### src/rtl/assert_macros.svh
// ---------------------------------------------------------------------------
// assert_macros.svh
// shared assertion macros for the rtl
// ---------------------------------------------------------------------------
`ifndef ASSERT_MACROS_SVH
`define ASSERT_MACROS_SVH

// same-cycle implication, disabled while reset is low
`define AST_SAME(lbl, clk, rst_n, ante, cons, msg) \
  lbl: assert property (@(posedge clk) disable iff (!rst_n) (ante) |-> (cons)) \
    else $error(msg);

// next-cycle implication, disabled while reset is low
`define AST_NEXT(lbl, clk, rst_n, ante, cons, msg) \
  lbl: assert property (@(posedge clk) disable iff (!rst_n) (ante) |=> (cons)) \
    else $error(msg);

`endif

### src/rtl/aluasf_pkg.sv
// ---------------------------------------------------------------------------
// aluasf_pkg
// types and constants of the add/sub alu with flags
// ---------------------------------------------------------------------------
package aluasf_pkg;

  typedef logic [2:0] cmd_t;

  localparam cmd_t CMD_ADD8  = 3'd0;
  localparam cmd_t CMD_ADC8  = 3'd1;
  localparam cmd_t CMD_SUB8  = 3'd2;
  localparam cmd_t CMD_SBC8  = 3'd3;
  localparam cmd_t CMD_CP8   = 3'd4;
  localparam cmd_t CMD_ADD16 = 3'd5;
  localparam cmd_t CMD_ADC16 = 3'd6;
  localparam cmd_t CMD_SBC16 = 3'd7;

  // flag byte layout: S Z 5 H 3 P N C
  localparam int FLAG_C  = 0;
  localparam int FLAG_N  = 1;
  localparam int FLAG_P  = 2;
  localparam int FLAG_B3 = 3;
  localparam int FLAG_H  = 4;
  localparam int FLAG_B5 = 5;
  localparam int FLAG_Z  = 6;
  localparam int FLAG_S  = 7;

  // flags that 16-bit add leaves untouched
  localparam logic [7:0] KEEP_SZP = 8'hC4;

  typedef struct packed {
    cmd_t        command;
    logic [15:0] operand_a;
    logic [15:0] operand_b;
    logic [7:0]  flags_in;
  } in_item_t;

  typedef struct packed {
    logic [15:0] result;
    logic [7:0]  flags_out;
  } out_item_t;

endpackage

### src/rtl/aluasf_if.sv
// ---------------------------------------------------------------------------
// aluasf_if
// valid/ready channels for alu operations and alu results
// ---------------------------------------------------------------------------
interface aluasf_in_if;
  logic              valid;
  logic              ready;
  aluasf_pkg::cmd_t  command;
  logic [15:0]       operand_a;
  logic [15:0]       operand_b;
  logic [7:0]        flags_in;

  modport source (output valid, command, operand_a, operand_b, flags_in, input ready);
  modport sink   (input valid, command, operand_a, operand_b, flags_in, output ready);
endinterface

interface aluasf_out_if;
  logic        valid;
  logic        ready;
  logic [15:0] result;
  logic [7:0]  flags_out;

  modport source (output valid, result, flags_out, input ready);
  modport sink   (input valid, result, flags_out, output ready);
endinterface

### src/rtl/aluasf_core.sv
// ---------------------------------------------------------------------------
// aluasf_core
// combinational adder/subtractor and flag generation for one word
// ---------------------------------------------------------------------------
module aluasf_core (
  input  aluasf_pkg::in_item_t  item,
  output aluasf_pkg::out_item_t res
);
  import aluasf_pkg::*;

  logic        cin;
  logic        sub8;
  logic        cin8;
  logic [7:0]  a8;
  logic [7:0]  b8;
  logic [8:0]  s9;
  logic [7:0]  r8;
  logic        v8;
  logic [7:0]  f8;
  logic        sub16;
  logic        cin16;
  logic [16:0] s17;
  logic [15:0] r16;
  logic        v16;

  always_comb begin
    cin   = item.flags_in[FLAG_C];
    a8    = item.operand_a[7:0];
    b8    = item.operand_b[7:0];
    sub8  = (item.command == CMD_SUB8) || (item.command == CMD_SBC8) ||
            (item.command == CMD_CP8);
    cin8  = ((item.command == CMD_ADC8) || (item.command == CMD_SBC8)) ? cin : 1'b0;
    sub16 = (item.command == CMD_SBC16);
    cin16 = ((item.command == CMD_ADC16) || (item.command == CMD_SBC16)) ? cin : 1'b0;

    // byte path, bit 8 is carry or borrow
    if (sub8) begin
      s9 = {1'b0, a8} - {1'b0, b8} - {8'd0, cin8};
    end else begin
      s9 = {1'b0, a8} + {1'b0, b8} + {8'd0, cin8};
    end
    r8 = s9[7:0];
    v8 = sub8 ? ((a8[7] ^ b8[7]) & (a8[7] ^ r8[7]))
              : (~(a8[7] ^ b8[7]) & (a8[7] ^ r8[7]));
    f8 = {r8[7], (r8 == 8'd0), r8[5], (a8[4] ^ b8[4] ^ r8[4]), r8[3], v8, sub8, s9[8]};

    // word path, bit 16 is carry or borrow
    if (sub16) begin
      s17 = {1'b0, item.operand_a} - {1'b0, item.operand_b} - {16'd0, cin16};
    end else begin
      s17 = {1'b0, item.operand_a} + {1'b0, item.operand_b} + {16'd0, cin16};
    end
    r16 = s17[15:0];
    v16 = sub16 ? ((item.operand_a[15] ^ item.operand_b[15]) & (item.operand_a[15] ^ r16[15]))
                : (~(item.operand_a[15] ^ item.operand_b[15]) &
                   (item.operand_a[15] ^ r16[15]));

    case (item.command)
      CMD_ADD8, CMD_ADC8, CMD_SUB8, CMD_SBC8: begin
        res.result    = {8'd0, r8};
        res.flags_out = f8;
      end
      CMD_CP8: begin
        // undocumented bits follow the compared operand
        res.result    = item.operand_a;
        res.flags_out = f8;
        res.flags_out[FLAG_B5] = b8[5];
        res.flags_out[FLAG_B3] = b8[3];
      end
      CMD_ADD16: begin
        res.result    = r16;
        res.flags_out = (item.flags_in & KEEP_SZP) |
                        {2'b00, r16[13], r16[12], r16[11], 2'b00, s17[16]};
      end
      CMD_ADC16, CMD_SBC16: begin
        res.result    = r16;
        res.flags_out = {r16[15], (r16 == 16'd0), r16[13], r16[12], r16[11], v16,
                         sub16, s17[16]};
      end
      default: begin
        res.result    = r16;
        res.flags_out = 8'd0;
      end
    endcase
  end

endmodule

### src/rtl/alu_add_sub_with_flags.sv
// ---------------------------------------------------------------------------
// alu_add_sub_with_flags
// 8/16-bit add, subtract and compare with processor-style flag byte
// ---------------------------------------------------------------------------
// Takes one operation per clock while input ready is high and returns one word of
// result and flags per operation, in order. An accepted word sits in the input
// register while the adder and flag logic work on it, then lands in the result
// register when that register is empty or being drained, which raises out valid.
// Throughput is one word per cycle while out ready is high, set by the single
// pass through the adder between the two registers.
// While a finished result waits with out ready low, input ready stays high
// only as long as the input register is empty; with both registers full it
// drops until the result is taken. The block holds no state between words, so
// reset only clears the valid bits.
module alu_add_sub_with_flags (
  input  logic           clk,
  input  logic           rst_n,
  aluasf_in_if.sink      in_ch,
  aluasf_out_if.source   out_ch
);
  import aluasf_pkg::*;

  // input stage
  logic      in_vld_r;
  in_item_t  in_item_r;
  // result stage
  logic      out_vld_r;
  out_item_t out_item_r;
  out_item_t out_item_nxt;
  // stage advance enables
  logic      out_adv;
  logic      in_adv;

  aluasf_core u_core (
    .item (in_item_r),
    .res  (out_item_nxt)
  );

  // result register can take a word when empty or being drained
  assign out_adv     = !out_vld_r || out_ch.ready;
  // input register can take a word when empty or moving to the result stage
  assign in_adv      = !in_vld_r || out_adv;
  assign in_ch.ready = in_adv;

  assign out_ch.valid     = out_vld_r;
  assign out_ch.result    = out_item_r.result;
  assign out_ch.flags_out = out_item_r.flags_out;

  // valid bits
  always_ff @(posedge clk) begin
    if (!rst_n) begin
      in_vld_r  <= 1'b0;
      out_vld_r <= 1'b0;
    end else begin
      if (in_adv) begin
        in_vld_r <= in_ch.valid;
      end
      if (out_adv) begin
        out_vld_r <= in_vld_r;
      end
    end
  end

  // payload, no reset
  always_ff @(posedge clk) begin
    if (in_adv && in_ch.valid) begin
      in_item_r.command   <= in_ch.command;
      in_item_r.operand_a <= in_ch.operand_a;
      in_item_r.operand_b <= in_ch.operand_b;
      in_item_r.flags_in  <= in_ch.flags_in;
    end
    if (out_adv && in_vld_r) begin
      out_item_r <= out_item_nxt;
    end
  end

`include "assert_macros.svh"

  // both stages full and output stalled: no room for a new word
  `AST_SAME(a_full_blocks, clk, rst_n, in_vld_r && out_vld_r && !out_ch.ready, !in_ch.ready, "input ready while both stages are full")
  // an accepted word always lands in the input stage
  `AST_NEXT(a_accept_lands, clk, rst_n, in_ch.valid && in_ch.ready, in_vld_r, "accepted word lost before input stage")
  // a word in the input stage that advances shows up as a result
  `AST_NEXT(a_stage_moves, clk, rst_n, in_vld_r && out_adv, out_vld_r, "word lost between input and result stage")

endmodule
### src/flat_wrapper.sv
// flat-port wrapper written by rule: the top's interface ports become plain ports
module alu_add_sub_with_flags_flat import aluasf_pkg::*;
  (clk, rst_n, in_ch_valid, in_ch_command, in_ch_operand_a, in_ch_operand_b, in_ch_flags_in, in_ch_ready, out_ch_valid, out_ch_result, out_ch_flags_out, out_ch_ready);
  aluasf_in_if in_ch_i ();
  aluasf_out_if out_ch_i ();
  input  logic clk;
  input  logic rst_n;
  input wire logic [$bits(in_ch_i.valid)-1:0] in_ch_valid;
  input wire logic [$bits(in_ch_i.command)-1:0] in_ch_command;
  input wire logic [$bits(in_ch_i.operand_a)-1:0] in_ch_operand_a;
  input wire logic [$bits(in_ch_i.operand_b)-1:0] in_ch_operand_b;
  input wire logic [$bits(in_ch_i.flags_in)-1:0] in_ch_flags_in;
  output wire logic [$bits(in_ch_i.ready)-1:0] in_ch_ready;
  output wire logic [$bits(out_ch_i.valid)-1:0] out_ch_valid;
  output wire logic [$bits(out_ch_i.result)-1:0] out_ch_result;
  output wire logic [$bits(out_ch_i.flags_out)-1:0] out_ch_flags_out;
  input wire logic [$bits(out_ch_i.ready)-1:0] out_ch_ready;
  assign in_ch_i.valid = in_ch_valid;
  assign in_ch_i.command = in_ch_command;
  assign in_ch_i.operand_a = in_ch_operand_a;
  assign in_ch_i.operand_b = in_ch_operand_b;
  assign in_ch_i.flags_in = in_ch_flags_in;
  assign in_ch_ready = in_ch_i.ready;
  assign out_ch_valid = out_ch_i.valid;
  assign out_ch_result = out_ch_i.result;
  assign out_ch_flags_out = out_ch_i.flags_out;
  assign out_ch_i.ready = out_ch_ready;
  alu_add_sub_with_flags u_core (.clk(clk), .rst_n(rst_n), .in_ch(in_ch_i), .out_ch(out_ch_i));
endmodule
### config.mk
export PLATFORM = sky130hd
export DESIGN_NAME = alu_add_sub_with_flags_flat
export DESIGN_NICKNAME = d
export VERILOG_FILES = /design/src/rtl/aluasf_pkg.sv /design/src/rtl/aluasf_if.sv /design/src/rtl/aluasf_core.sv /design/src/rtl/alu_add_sub_with_flags.sv /design/src/flat_wrapper.sv
export VERILOG_INCLUDE_DIRS = /design/src /design/src/rtl
export SDC_FILE = /design/constraint.sdc
export NUM_CORES = 1
export LEC_CHECK = 0
export BUFFER_PORTS_ARGS = -buffer_cell sky130_fd_sc_hd__buf_2
export CORE_ASPECT_RATIO = 0.9
export CORE_MARGIN = 5
export CORE_UTILIZATION = 55
export CTS_CLUSTER_SIZE = 25
export DETAILED_ROUTE_END_ITERATION = 16
export PLACE_DENSITY_LB_ADDON = 0.12
export SYNTH_ARGS = -nofsm -noshare
export SYNTH_HDL_FRONTEND = slang
export SYNTH_SLANG_ARGS = --single-unit
### constraint.sdc
create_clock -name clk -period 5.42 [get_ports clk]
set_input_delay 0.542 -clock clk [delete_from_list [all_inputs] [get_ports clk]]
set_output_delay 0.542 -clock clk [all_outputs]
set_load 0.03 [all_outputs]
==> implementation parameters <==
Parameter                              Value

Worst setup path
  Launch point of the critical path    u_core.in_item_r[42]$_DFFE_PP_
  FF-to-FF Start    u_core.in_item_r[42]$_DFFE_PP_
  Worst-path maximum fanout    21
  Worst Setup End Kind    register
  Critical Path AT    about 4.2 ns
  CP startpoint kind    register
  Critical Setup Path Class    register to register
  Required time of the worst setup path    5.48 ns

Yosys
  Ranking of synthesized cells by area    edfxtp_1, ha_1, inv_1
  Post-synth top flop    edfxtp_1
  Largest family of logic cells by synthesized area    compound AO/OA/AOI/OAI gates
  Mux share of post-synthesis cell area    under 10%
  Area fraction of the dominant cell type after synthesis    between 30 and 40%
  Xor and xnor area share after synthesis    4.84%
  Most instantiated cells after synthesis    inv_1, edfxtp_1, ha_1
  Sequential fraction of the synthesis area    between 30% and 40%
  Synth warnings    0
  Arithmetic-cell share of the synthesized area counting full adders, half adders and majority gates    ~14%
  Simple logic cell fraction of the synthesized area    between 10% and 20%
  Post-synth ARST share    0%
  Mean cell area of the mapped netlist    around 9.6 sq um
  Number of flops mapped to enable cells by yosys    63
  Compound-cell area share of the yosys netlist    between 20% and 30%
  Count leader, synth    inv_1
  Number of library cell types mapped by synthesis    between 70 and 80
  Flops & latches, synth    65
  Syn Nets    ~660
  Number of cells produced by synthesis    555
  Post-synthesis cell area    around 5300 sq um
  Largest area contributor in the synthesized netlist    edfxtp_1

Clock tree
  TritonCTS clock tree    built
  Clock sink total    65
  Total of hold buffers inserted after clock tree synthesis    0
  Clock Path Buffers    2
  Clock latency of the later-clocked register in the worst-skew pair    about 0.34 ns
  Clock input transition at the sequential cells of the worst setup and hold paths    about 0.070 ns
  H-tree Lvls    3
  Clock buffers created by TritonCTS    9
  Clock root buffer    clkbuf_8
  Count of instances resized after the clock tree is built    0
  Post-CTS setup-driven buffer insertion count    0

Floorplan
  Die boundary height    103 microns
  Die W    around 110 microns
  Floorplan row count    34
  Top-Level Pins    73
  Initial core utilization    ~56%
  Core box area    ~9600 sq um
  Die area    around 12000 sq um

Place
  IO buf count    slightly below 70
  Weighted congestion at the end of routability-driven global placement    between 0.9 and 1
  Placement Cell Area    between 5000 and 6000 sq um
  Detail Placement HPWL    about 11000 microns

Drt
  DRC violations left    0
  Number of vias after detailed routing    ~4500
  Routed len/inst    18.4 microns
  Detail-routed via count per cell    5.97
  Initial detailed-routing violation count    approximately 380
  DRT antenna net count    0
  Drt total wl    13800 microns
  TritonRoute pass-1 iters    5

Outcome
  Outcome    complete, no violations

Power
  Pwr/cell area    267 nW/um^2
  Largest voltage drop on the vdd net    0.203 mV
  Leakage power total    approximately 2.5 nW

Global route
  Total congestion overflow after global routing    0
  Number of global-route vias before repair    4156
  Wire length of the first global-routing pass    roughly 21000 microns
  Overall routing resource usage    between 20% and 30%
  Maximum number of pins on one net before global-route repair    40
  Antenna violations before repair    0

Finish
  Final design utilization    slightly above 60%
  Ratio of cells with drive above 1 in the final layout    17.7%
  Filler cell count in the final layout    between 800 and 900
  Total area of multi-input combinational cells    approximately 3100 sq um
  Area used by sequential logic in the layout    between 1500 and 2000 sq um
  Area growth from synthesis to final layout    11.8%
  Post-layout nets    725
  Layout Cell Area excl Fill    around 5900 sq um
  Ant. Diodes    0

STA
  Worst-Margin Slew    1.18 ns
  Headroom to the max-slew limit    between 20% and 30%
  Clock period minus worst slack    approximately 4.2 ns
  Count of final max-slew check failures    0
  Total of endpoints with negative setup slack in the final report    0
  Setup skew after layout    around 0.0094 ns
  Final hold violation count    0
  Fmax    roughly 0.24 GHz
  Final hold slack    around 0.38 ns
  Final cycle utilization of the critical path    ~77%
  Setup TNS after final layout    0 ns
  Setup repair after global routing missed its margin    no

Min path
  Path type of the worst min-delay path    primary input to register
  Startpoint of the most critical hold path    in_ch_operand_a[9]

Flow run
  Number of maximum-capacitance violations    0
## layout by cell type (no fill, tap or decap), types with 5 or more instances in the layout
cell type	instances
o21ai_0	32
a211oi_1	7
nand3_1	18
nor2_1	42
a21oi_1	46
mux2i_1	15
xnor2_1	23
inv_1	66
o21a_1	9
edfxtp_1	63
buf_2	68
a31oi_1	5
o31ai_1	7
nand2_1	29
a21o_1	6
nor3_1	10
fa_1	8
clkbuf_8	9
nor2b_1	8
ha_1	48
## sequential cells by signal, summed over array words and instances, names as in the netlist
register and count:
u_core.out_ch.valid 1, u_core.in_item_r 39, u_core.out_ch.flags_out 8, u_core.out_ch.result 16, u_core.in_vld_r 1
## per-stage QoR
stage                     power (W)  setup WS [ns]  std cells
after floorplan             0.00105           1.39        555
after global placement      0.00119           1.36        737
after detailed placement    0.00120           1.31        737
after CTS                   0.00158           1.28        752
after global routing        0.00167           1.09        752
final                       0.00159           1.24        752
## per-layer routing
layer / part of all wire [%] / global-route usage, % / vias to the layer above
li1: - / - / 2148
met1: 45 / 34.9 / 2050
met2: 41 / 34.6 / 261
met3: 12 / 6.92 / 27
met4: 1.6 / 6.93 / 0
met5: 0 / 0 / -
## area by class of cell
class / count / area share (%)
multi-input cells: 408 / 51.5
clock buffers: 10 / 2.15
clock inverters: 5 / 0.799
flip-flops and latches: 65 / 32.5
repair buffers: 72 / 6.23
well taps: 126 / 2.65
inverters: 66 / 4.16
## final timing paths
kind                                                             end  slack [ns]  cells past startpoint
worst max register to register  u_core.out_ch.flags_out[2]$_DFFE_PP_        1.24                     16
worst min-delay path                  u_core.in_item_r[33]$_DFFE_PP_        0.38                      1
worst min register to register      u_core.out_ch.valid$_SDFFE_PN0P_        0.52                      1
worst max-delay path            u_core.out_ch.flags_out[2]$_DFFE_PP_        1.24                     16
## worst max-delay path: stages (launching register included)
cell	delay, ns
edfxtp_1	0.38
inv_1	0.07
buf_4	0.26
nor2_1	0.13
nand2_1	0.13
inv_1	0.06
fa_1	0.49
inv_1	0.12
ha_1	0.15
o21ai_0	0.12
and4b_1	0.27
or4b_1	0.57
a211oi_2	0.22
nor2_2	0.08
xnor3_1	0.19
and3_1	0.18
or4b_1	0.48
## cells by family (layout without fill, tap and decap cells)
logic type               Yosys count  count (layout)
XOR/XNOR                          27              27
buffers and inverters             82             153
flip-flops                        65              65
adder cells (fa/ha/maj)           56              56
AO/OA/AOI/OAI                    158             158
AND/OR/NAND/NOR                  148             148
multiplexers                      19              19
## where the power goes
group | switching (W) | internal [W] | leakage, nW
clock | 0.000175 | 0.000205 | 0.0910
sequential | 0.0000222 | 0.000596 | 0.623
combinational | 0.000362 | 0.000227 | 1.83
(Power assumes the default switching activity.)
